`config.mk`:
```
export PLATFORM = sky130hd
export DESIGN_NAME = pru_back
export DESIGN_NICKNAME = d
export VERILOG_FILES = /design/src/hw/rtl/pru_pkg.sv /design/src/hw/rtl/pru_back.sv
export VERILOG_INCLUDE_DIRS = /design/src /design/src/hw/rtl
export SDC_FILE = /design/constraint.sdc
export NUM_CORES = 1
export LEC_CHECK = 0
export BUFFER_PORTS_ARGS = -buffer_cell sky130_fd_sc_hd__clkbuf_2
export CORE_MARGIN = 3
export CORE_UTILIZATION = 50
export CTS_CLUSTER_SIZE = 40
export DETAILED_ROUTE_END_ITERATION = 6
export GPL_TIMING_DRIVEN = 0
export PLACE_DENSITY_LB_ADDON = 0.08
export SYNTH_ARGS = -nofsm -noshare
export SYNTH_HDL_FRONTEND = slang
export SYNTH_SLANG_ARGS = --single-unit
```
`constraint.sdc`:
```
create_clock -name clk -period 5.4 [get_ports clk]
set_clock_uncertainty 0.2 [all_clocks]
set_input_delay 0.27 -clock clk [delete_from_list [all_inputs] [get_ports clk]]
set_output_delay 0.27 -clock clk [all_outputs]
set_load 0.01 [all_outputs]
```
`src/hw/rtl/pixel_replicate_upscaler_unit_defines.svh`:
```
// Assertion macros shared by the pixel replicate upscaler RTL.
`ifndef PIXEL_REPLICATE_UPSCALER_UNIT_DEFINES_SVH
`define PIXEL_REPLICATE_UPSCALER_UNIT_DEFINES_SVH
`ifndef SYNTHESIS
`define PRU_ASSERT(lbl, clk, rstn, prop) \
  lbl: assert property (@(posedge clk) disable iff (!rstn) prop) \
    else $error("pru assertion failed");
`define PRU_NEVER(lbl, clk, rstn, expr) \
  lbl: assert property (@(posedge clk) disable iff (!rstn) !(expr)) \
    else $error("pru forbidden condition seen");
`else
`define PRU_ASSERT(lbl, clk, rstn, prop)
`define PRU_NEVER(lbl, clk, rstn, expr)
`endif
`endif

```
`src/hw/rtl/pru_pkg.sv`:
```
// Types and constants shared by the pixel replicate upscaler modules.
`default_nettype none
package pru_pkg;

  localparam int MAX_WIDTH = 1024;
  localparam int MAX_SCALE = 16;

  localparam int SCALE_FIELD_W = 5;
  localparam int WIDTH_FIELD_W = 11;
  localparam int CFG_DATA_W    = WIDTH_FIELD_W;
  localparam int CFG_IDX_W     = 1;

  localparam int COL_W  = $clog2(MAX_WIDTH);
  localparam int FILL_W = WIDTH_FIELD_W;
  localparam int COPY_W = 4;
  localparam int REP_W  = 5;

  localparam int Q_DEPTH = 4;
  localparam int Q_PTR_W = $clog2(Q_DEPTH);
  localparam int Q_CNT_W = $clog2(Q_DEPTH + 1);

  localparam logic [CFG_IDX_W-1:0] CFG_SCALE = 1'b0;
  localparam logic [CFG_IDX_W-1:0] CFG_WIDTH = 1'b1;

  typedef enum logic {
    OP_PIXEL = 1'b0,
    OP_PULL  = 1'b1
  } op_t;

  typedef enum logic [1:0] {
    KIND_PIXEL   = 2'd0,
    KIND_PAD     = 2'd1,
    KIND_IDLE    = 2'd2,
    KIND_REFUSED = 2'd3
  } kind_t;

  typedef struct packed {
    logic [7:0] red;
    logic [7:0] green;
    logic [7:0] blue;
  } pixel_t;

  typedef struct packed {
    kind_t kind;
    logic  line_end;
    logic  group_end;
  } result_cmd_t;

  typedef struct packed {
    result_cmd_t cmd;
    pixel_t      pix;
  } q_entry_t;

endpackage
`default_nettype wire

```
`src/hw/rtl/pru_back.sv`:
```
// Back end: result queue that decouples the front end from the output channel.
`default_nettype none
`include "pixel_replicate_upscaler_unit_defines.svh"
module pru_back (
  input  wire logic                 clk,
  input  wire logic                 rst_n,
  input  wire logic                 push_i,
  input  wire pru_pkg::result_cmd_t push_cmd_i,
  input  wire pru_pkg::pixel_t      push_pix_i,
  output logic                      room_o,
  output logic                      out_valid_o,
  input  wire logic                 out_stall_i,
  output pru_pkg::result_cmd_t      out_cmd_o,
  output pru_pkg::pixel_t           out_pix_o
);
  import pru_pkg::*;

  q_entry_t             q_r [Q_DEPTH];
  logic [Q_PTR_W-1:0]   wr_ptr_r, wr_ptr_nxt;
  logic [Q_PTR_W-1:0]   rd_ptr_r, rd_ptr_nxt;
  logic [Q_CNT_W-1:0]   count_r, count_nxt;
  logic                 pop;
  q_entry_t             head;

  assign pop         = out_valid_o && !out_stall_i;
  assign out_valid_o = (count_r != '0);
  assign head        = q_r[rd_ptr_r];
  assign out_cmd_o   = head.cmd;
  assign out_pix_o   = head.pix;

  // A result launched this cycle lands next cycle, so count it as taken.
  assign room_o = ({1'b0, count_r} + {{Q_CNT_W{1'b0}}, push_i}) < (Q_CNT_W+1)'(Q_DEPTH);

  always_comb begin
    wr_ptr_nxt = push_i ? wr_ptr_r + Q_PTR_W'(1) : wr_ptr_r;
    rd_ptr_nxt = pop ? rd_ptr_r + Q_PTR_W'(1) : rd_ptr_r;
    count_nxt  = count_r + Q_CNT_W'(push_i) - Q_CNT_W'(pop);
  end

  always_ff @(posedge clk) begin
    if (!rst_n) begin
      wr_ptr_r <= '0;
      rd_ptr_r <= '0;
      count_r  <= '0;
    end else begin
      wr_ptr_r <= wr_ptr_nxt;
      rd_ptr_r <= rd_ptr_nxt;
      count_r  <= count_nxt;
    end
  end

  always_ff @(posedge clk) begin
    if (push_i) begin
      q_r[wr_ptr_r] <= '{cmd: push_cmd_i, pix: push_pix_i};
    end
  end

  `PRU_NEVER(a_no_overflow, clk, rst_n, push_i && !pop && (count_r == Q_CNT_W'(Q_DEPTH)))
  `PRU_NEVER(a_count_bound, clk, rst_n, count_r > Q_CNT_W'(Q_DEPTH))

endmodule
`default_nettype wire

```
# Word-level counts from Yosys, hierarchy flattened
# Memory sizes are Yosys's and may differ from the RTL's. A register that Yosys moved wholly into a read port is not among the register bits.
# Index checks and enable logic that the tools add are counted.
dict set report totals {
  register_bits 7
  mem_bits_rw 112
  inputBits 32
  out_inout_bits 30
  word_cells 17
  n_memories 1
}
dict set report classes {
  addsub 5
  magnitude_cmp 1
  muxes 4
  n_reduce_logical 3
}
# memory words width read_ports rd_clocked_by_memory_dff write_ports line_no
set memory_table {}
lappend memory_table {q_r 4 28 1 1 1 pru_back.sv:18} ;# q_entry_t q_r [Q_DEPTH];
# operator n
set ops {}
lappend ops {{adder 2 x 1 -> 2 bit (second input constant)} 2}
lappend ops {{adder 3 x 1 -> 4 bit} 1}
lappend ops {{less-than comparator 4 x 3 -> 1 bit (second input constant)} 1}
lappend ops {{2-to-1 mux 2 bit} 2}
lappend ops {{adder 3 x 1 -> 3 bit} 1}
lappend ops {{nonzero test 3 bit} 1}
lappend ops {{subtractor 3 x 1 -> 3 bit} 1}
lappend ops {{2-to-1 mux 1 bit} 2}
lappend ops {{logical AND 1 bit} 1}
lappend ops {{logical NOT 1 bit} 1}

# Depth between registers and ports, before layout
dict set report depth {
  ltp_word 4
  depth_mapped 9
  depth_no_buf 9
}

# Worst setup path before layout
# No wires, ideal clock.
dict set report synth_path {
  path_type {reg2reg}
  startpoint {register count_r[1]}
  endpoint {register count_r[2]}
  setup_ns 0.115
  arrival_time_ns 1.801
  required_ns 5.085
  slack_ns 3.284
  stages_incl_launch_ff 10
  path_buffers 0
  synth_period_minus_slack_ns 2.116
  cell_sequence {dfxtp_1 -> nor3_2 -> nor2_1 -> ha_1 -> inv_1 -> ha_1 -> inv_1 -> fa_1 -> xor2_1 -> and2_1}
}
dict set report synth_between {
  elab_chain_cells 3
  elab_cells_between_ends 4
  classes_between {2 x add/sub; 2 x reduce/logical}
}
# item line_no
set synth_lines {}
lappend synth_lines {{start, declared} pru_back.sv:21} ;# logic [Q_CNT_W-1:0] count_r, count_nxt;
lappend synth_lines {{start signal, assigned} pru_back.sv:48} ;# count_r <= count_nxt;
lappend synth_lines {{nonzero test 3 bit} pru_back.sv:26} ;# assign out_valid_o = (count_r != '0);
lappend synth_lines {{logical AND 1 bit} pru_back.sv:25} ;# assign pop = out_valid_o && !out_stall_i;
lappend synth_lines {{via pop} pru_back.sv:22} ;# logic pop;
lappend synth_lines {{subtractor 3 x 1 -> 3 bit} pru_back.sv:37} ;# count_nxt = count_r + Q_CNT_W'(push_i) - Q_CNT_W'(pop);
# The timed path passes the listed nets, and every way through them passes these cells.
# A chain may end at the register's enable or synchronous reset.

==> results_tabular.tex <==
\begin{tabular}{lr}
\hline
Metric & Value \\
\hline
\multicolumn{2}{l}{\textbf{Critical path}} \\
\quad Worst Reg2Reg Path Length in Cells & 9 \\
\quad Endpoint class of the critical path & primary output \\
\quad WP data required & 4930 ps \\
\quad Startpoint class of the critical path & flop \\
\quad Critical Path Fanout Max & 10 \\
\quad Arrival time at the worst endpoint & 1840 ps \\
\quad Crit Path Category & reg2out \\
\multicolumn{2}{l}{\textbf{Synthesis}} \\
\quad Yosys Warn Count & 0 \\
\quad Synth Net Count & 236 \\
\quad Post-synth top flop & sky130\_fd\_sc\_hd\_\_edfxtp\_1 \\
\quad Largest cells by area after synthesis & sky130\_fd\_sc\_hd\_\_edfxtp\_1, sky130\_fd\_sc\_hd\_\_mux4\_2, sky130\_fd\_sc\_hd\_\_mux4\_1 \\
\quad Seq/Total Area, Yosys & 77.3\% \\
\quad Unique cell type count in the Yosys netlist & 26 \\
\quad Synth Area per Inst & between 20 and 25 µm² \\
\quad EDFF count, synth & roughly 110 \\
\quad Cell count after synthesis & slightly below 200 \\
\quad Synth async-reset ratio & 0\% \\
\quad Post-synthesis cell type with the largest combined area & sky130\_fd\_sc\_hd\_\_edfxtp\_1 \\
\quad Syn Std Cell Area & between 4000 and 5000 µm² \\
\quad Post-synth top area share & 73.4\% \\
\quad Synthesized flop and latch total & between 100 and 150 \\
\multicolumn{2}{l}{\textbf{Floorplanning}} \\
\quad Core area & a little under 9000 µm² \\
\quad Die width & between 100 and 150 µm \\
\quad Overall die height & 102 µm \\
\quad Initial standard-cell utilization of the core & between 50\% and 60\% \\
\quad Area enclosed by the die boundary & about 10000 µm² \\
\quad Total number of placement rows & 34 \\
\quad Boundary Pins & a little over 60 \\
\multicolumn{2}{l}{\textbf{Drt}} \\
\quad Vias after detailed routing & 2216 \\
\quad Total iterations of the first detailed-routing run & 4 \\
\quad Final routed wirelength across all metal layers & about 7400 µm \\
\quad Wire length per cell & around 17 µm \\
\quad Number of DRC markers in iteration 0 & 70 \\
\quad Count of nets left with antenna violations after detail routing & 0 \\
\quad Average via count per standard cell & between 5 and 6 \\
\quad Total DRC errors in the routed layout & 0 \\
\multicolumn{2}{l}{\textbf{Worst hold path}} \\
\quad Hold WC Path Type & reg2reg \\
\quad Worst hold path depth & 2 \\
\multicolumn{2}{l}{\textbf{STA}} \\
\quad Final Max Tran Viols & 0 \\
\quad Slew headroom & between 40\% and 50\% \\
\quad Endpoints failing setup & 0 \\
\quad Measured slew at the worst slew-check pin & 772 ps \\
\quad Final number of hold-violating endpoints & 0 \\
\quad RSZ-0062 raised after global routing & no \\
\quad Worst hold slack & $\sim$290 ps \\
\quad Smallest setup slack after layout & just over 3000 ps \\
\quad F\_max & 0.434 GHz \\
\quad Setup TNS & 0 ps \\
\quad Final Critical Period & 2310 ps \\
\quad Share of the cycle needed by the critical path after routing & 42.7\% \\
\multicolumn{2}{l}{\textbf{Final layout}} \\
\quad Fill cell total of the finished layout & 594 \\
\quad Storage cell area & approximately 3500 µm² \\
\quad Number of nets at the end of the flow & 348 \\
\quad Fraction of final layout cells with drive strength greater than 1 & a little under two fifths \\
\quad Post-route insts no fill & around 430 \\
\quad Fin util & roughly two thirds \\
\quad Area growth from synthesis to layout & 29.2\% \\
\quad Area occupied by multi-input gates & roughly 950 µm² \\
\quad Antenna cells & 0 \\
\quad Final Cell Area & a little under 6000 µm² \\
\multicolumn{2}{l}{\textbf{Global routing}} \\
\quad Grt ovf & 0 \\
\quad Pin count of the biggest net entering global routing & 29 \\
\quad Number of antenna violations at the first check in global routing & 0 \\
\quad Wire length of the first global-routing pass & about 12000 µm \\
\quad GRT Total Usage & 15.7\% \\
\quad Via count of the first global-routing pass & 2317 \\
\multicolumn{2}{l}{\textbf{Power}} \\
\quad Total power consumption of the routed design & between 2 and 3 mW \\
\quad Maximum vdd ir drop & around 0.22 mV \\
\quad Total power divided by cell area & $\sim$440 nW/µm² \\
\quad Lkg Pwr & 2.14 nW \\
\multicolumn{2}{l}{\textbf{Placement}} \\
\quad Number of cells after detailed placement & roughly 370 \\
\quad Half-perimeter wire length after detailed placement & between 4000 and 5000 µm \\
\quad Placed cell areas & a little over 5000 µm² \\
\quad Final weighted congestion of routability-driven global placement & between 0.7 and 0.8 \\
\quad Count of port buffers added during placement & 61 \\
\quad Minimum setup slack after placement & roughly 3200 ps \\
\multicolumn{2}{l}{\textbf{Run}} \\
\quad Number of maximum-capacitance violations & 0 \\
\multicolumn{2}{l}{\textbf{Clocking}} \\
\quad Clock latency reported for the late side of the worst-skew pair & roughly 490 ps \\
\quad TritonCTS buffer count & 17 \\
\quad Number of clock sinks seen by CTS & 121 \\
\quad Clock transition at path regs & roughly 50 ps \\
\quad Clock root buffer & sky130\_fd\_sc\_hd\_\_clkbuf\_8 \\
\quad CTS tree & yes \\
\quad Cts repair resizes & 0 \\
\quad Clk buf depth & 2 \\
\quad Number of H-tree levels & 4 \\
\multicolumn{2}{l}{\textbf{Status}} \\
\quad Outcome & finished, final reports clean \\
\hline
\end{tabular}
## critical path: stages (launching register included)
cell and delay [ps]:
sky130_fd_sc_hd__dfxtp_1 300, sky130_fd_sc_hd__buf_2 220, sky130_fd_sc_hd__buf_2 310, sky130_fd_sc_hd__mux4_2 360
sky130_fd_sc_hd__clkbuf_2 150
## path summary, 6_finish.rpt
path,from,endpoint,slack (ps)
max reg2reg,count_r[1],count_r[2],3180
min,rd_ptr_r[1],rd_ptr_r[1],290
max,flop,out_pix_o[21],3090
min reg2reg,rd_ptr_r[1],rd_ptr_r[1],290
## report_power, final
part	switching, mW	leakage, nW	internal (mW)	total (mW)
clock	0.375	0.275	0.695	1.07
combinational	0.199	0.761	0.223	0.422
sequential	0.0239	1.10	1.09	1.11
## cells in the mapped netlist (2+ instances only)
cell type                  instances
sky130_fd_sc_hd__a21boi_0          2
sky130_fd_sc_hd__and2_1            7
sky130_fd_sc_hd__buf_12            2
sky130_fd_sc_hd__buf_2             3
sky130_fd_sc_hd__dfxtp_1           9
sky130_fd_sc_hd__edfxtp_1        112
sky130_fd_sc_hd__ha_1              7
sky130_fd_sc_hd__inv_1             6
sky130_fd_sc_hd__mux2i_1           2
sky130_fd_sc_hd__mux4_1            8
sky130_fd_sc_hd__mux4_2           20
sky130_fd_sc_hd__nor2b_1           2
sky130_fd_sc_hd__o21ai_0           2
sky130_fd_sc_hd__xor2_1            2
## sequential cells by signal, summed over array words and instances, names as in the netlist, named ones only
signal,cells
q_r,112
rd_ptr_r,2
count_r,3
wr_ptr_r,2
## placed cells by master, fill, tap and decap left out, types with 3 or more instances in the layout
| master | synthesis | final |
|---|---|---|
| sky130_fd_sc_hd__bufinv_16 | 0 | 3 |
| sky130_fd_sc_hd__inv_1 | 6 | 6 |
| sky130_fd_sc_hd__ha_1 | 7 | 7 |
| sky130_fd_sc_hd__clkbuf_2 | 0 | 61 |
| sky130_fd_sc_hd__mux4_1 | 8 | 8 |
| sky130_fd_sc_hd__clkbuf_16 | 0 | 16 |
| sky130_fd_sc_hd__buf_2 | 3 | 3 |
| sky130_fd_sc_hd__clkinv_4 | 0 | 3 |
| sky130_fd_sc_hd__dlygate4sd3_1 | 0 | 32 |
| sky130_fd_sc_hd__mux4_2 | 20 | 20 |
| sky130_fd_sc_hd__dfxtp_1 | 9 | 9 |
| sky130_fd_sc_hd__clkinv_1 | 0 | 4 |
| sky130_fd_sc_hd__and2_2 | 0 | 4 |
| sky130_fd_sc_hd__and2_1 | 7 | 3 |
| sky130_fd_sc_hd__edfxtp_1 | 112 | 112 |
## repair_timing
item | in CTS | in global routing
endpoints found under the hold margin | 121 | 0
hold buffers | 32 | 0
buffers inserted | 0 | 0
## per-layer routing
metal,routed length (µm),up-vias,global-route usage (%)
li1,-,1043,-
met1,3130,1122,18.9
met2,3880,46,26.3
met3,296,5,5.17
met4,55,0,6.13
met5,0,-,0
## logic make-up (layout without fill, tap and decap cells)
group / count (synthesis) / in the layout / synth area share [%]
flops: 121 / 121 / 77.3
mux: 30 / 30 / 14.9
simple gates: 16 / 16 / 2.18
buf+inv: 13 / 138 / 2.02
fa+ha+maj: 8 / 8 / 2.35
compound gates: 6 / 6 / 0.874
xor+xnor: 2 / 2 / 0.382
## final cells by class
| type | instances | area share (%) |
|---|---|---|
| plain buffers | 7 | 1.18 |
| clock buffers | 18 | 7.06 |
| clock inverters | 14 | 2.64 |
| inverters | 6 | 0.380 |
| multi-input cells | 62 | 16.1 |
| flip-flops and latches | 121 | 59.8 |
| well taps | 108 | 2.28 |
| repair buffers | 93 | 10.6 |
Note: power is estimated with default switching activity, not from simulation.
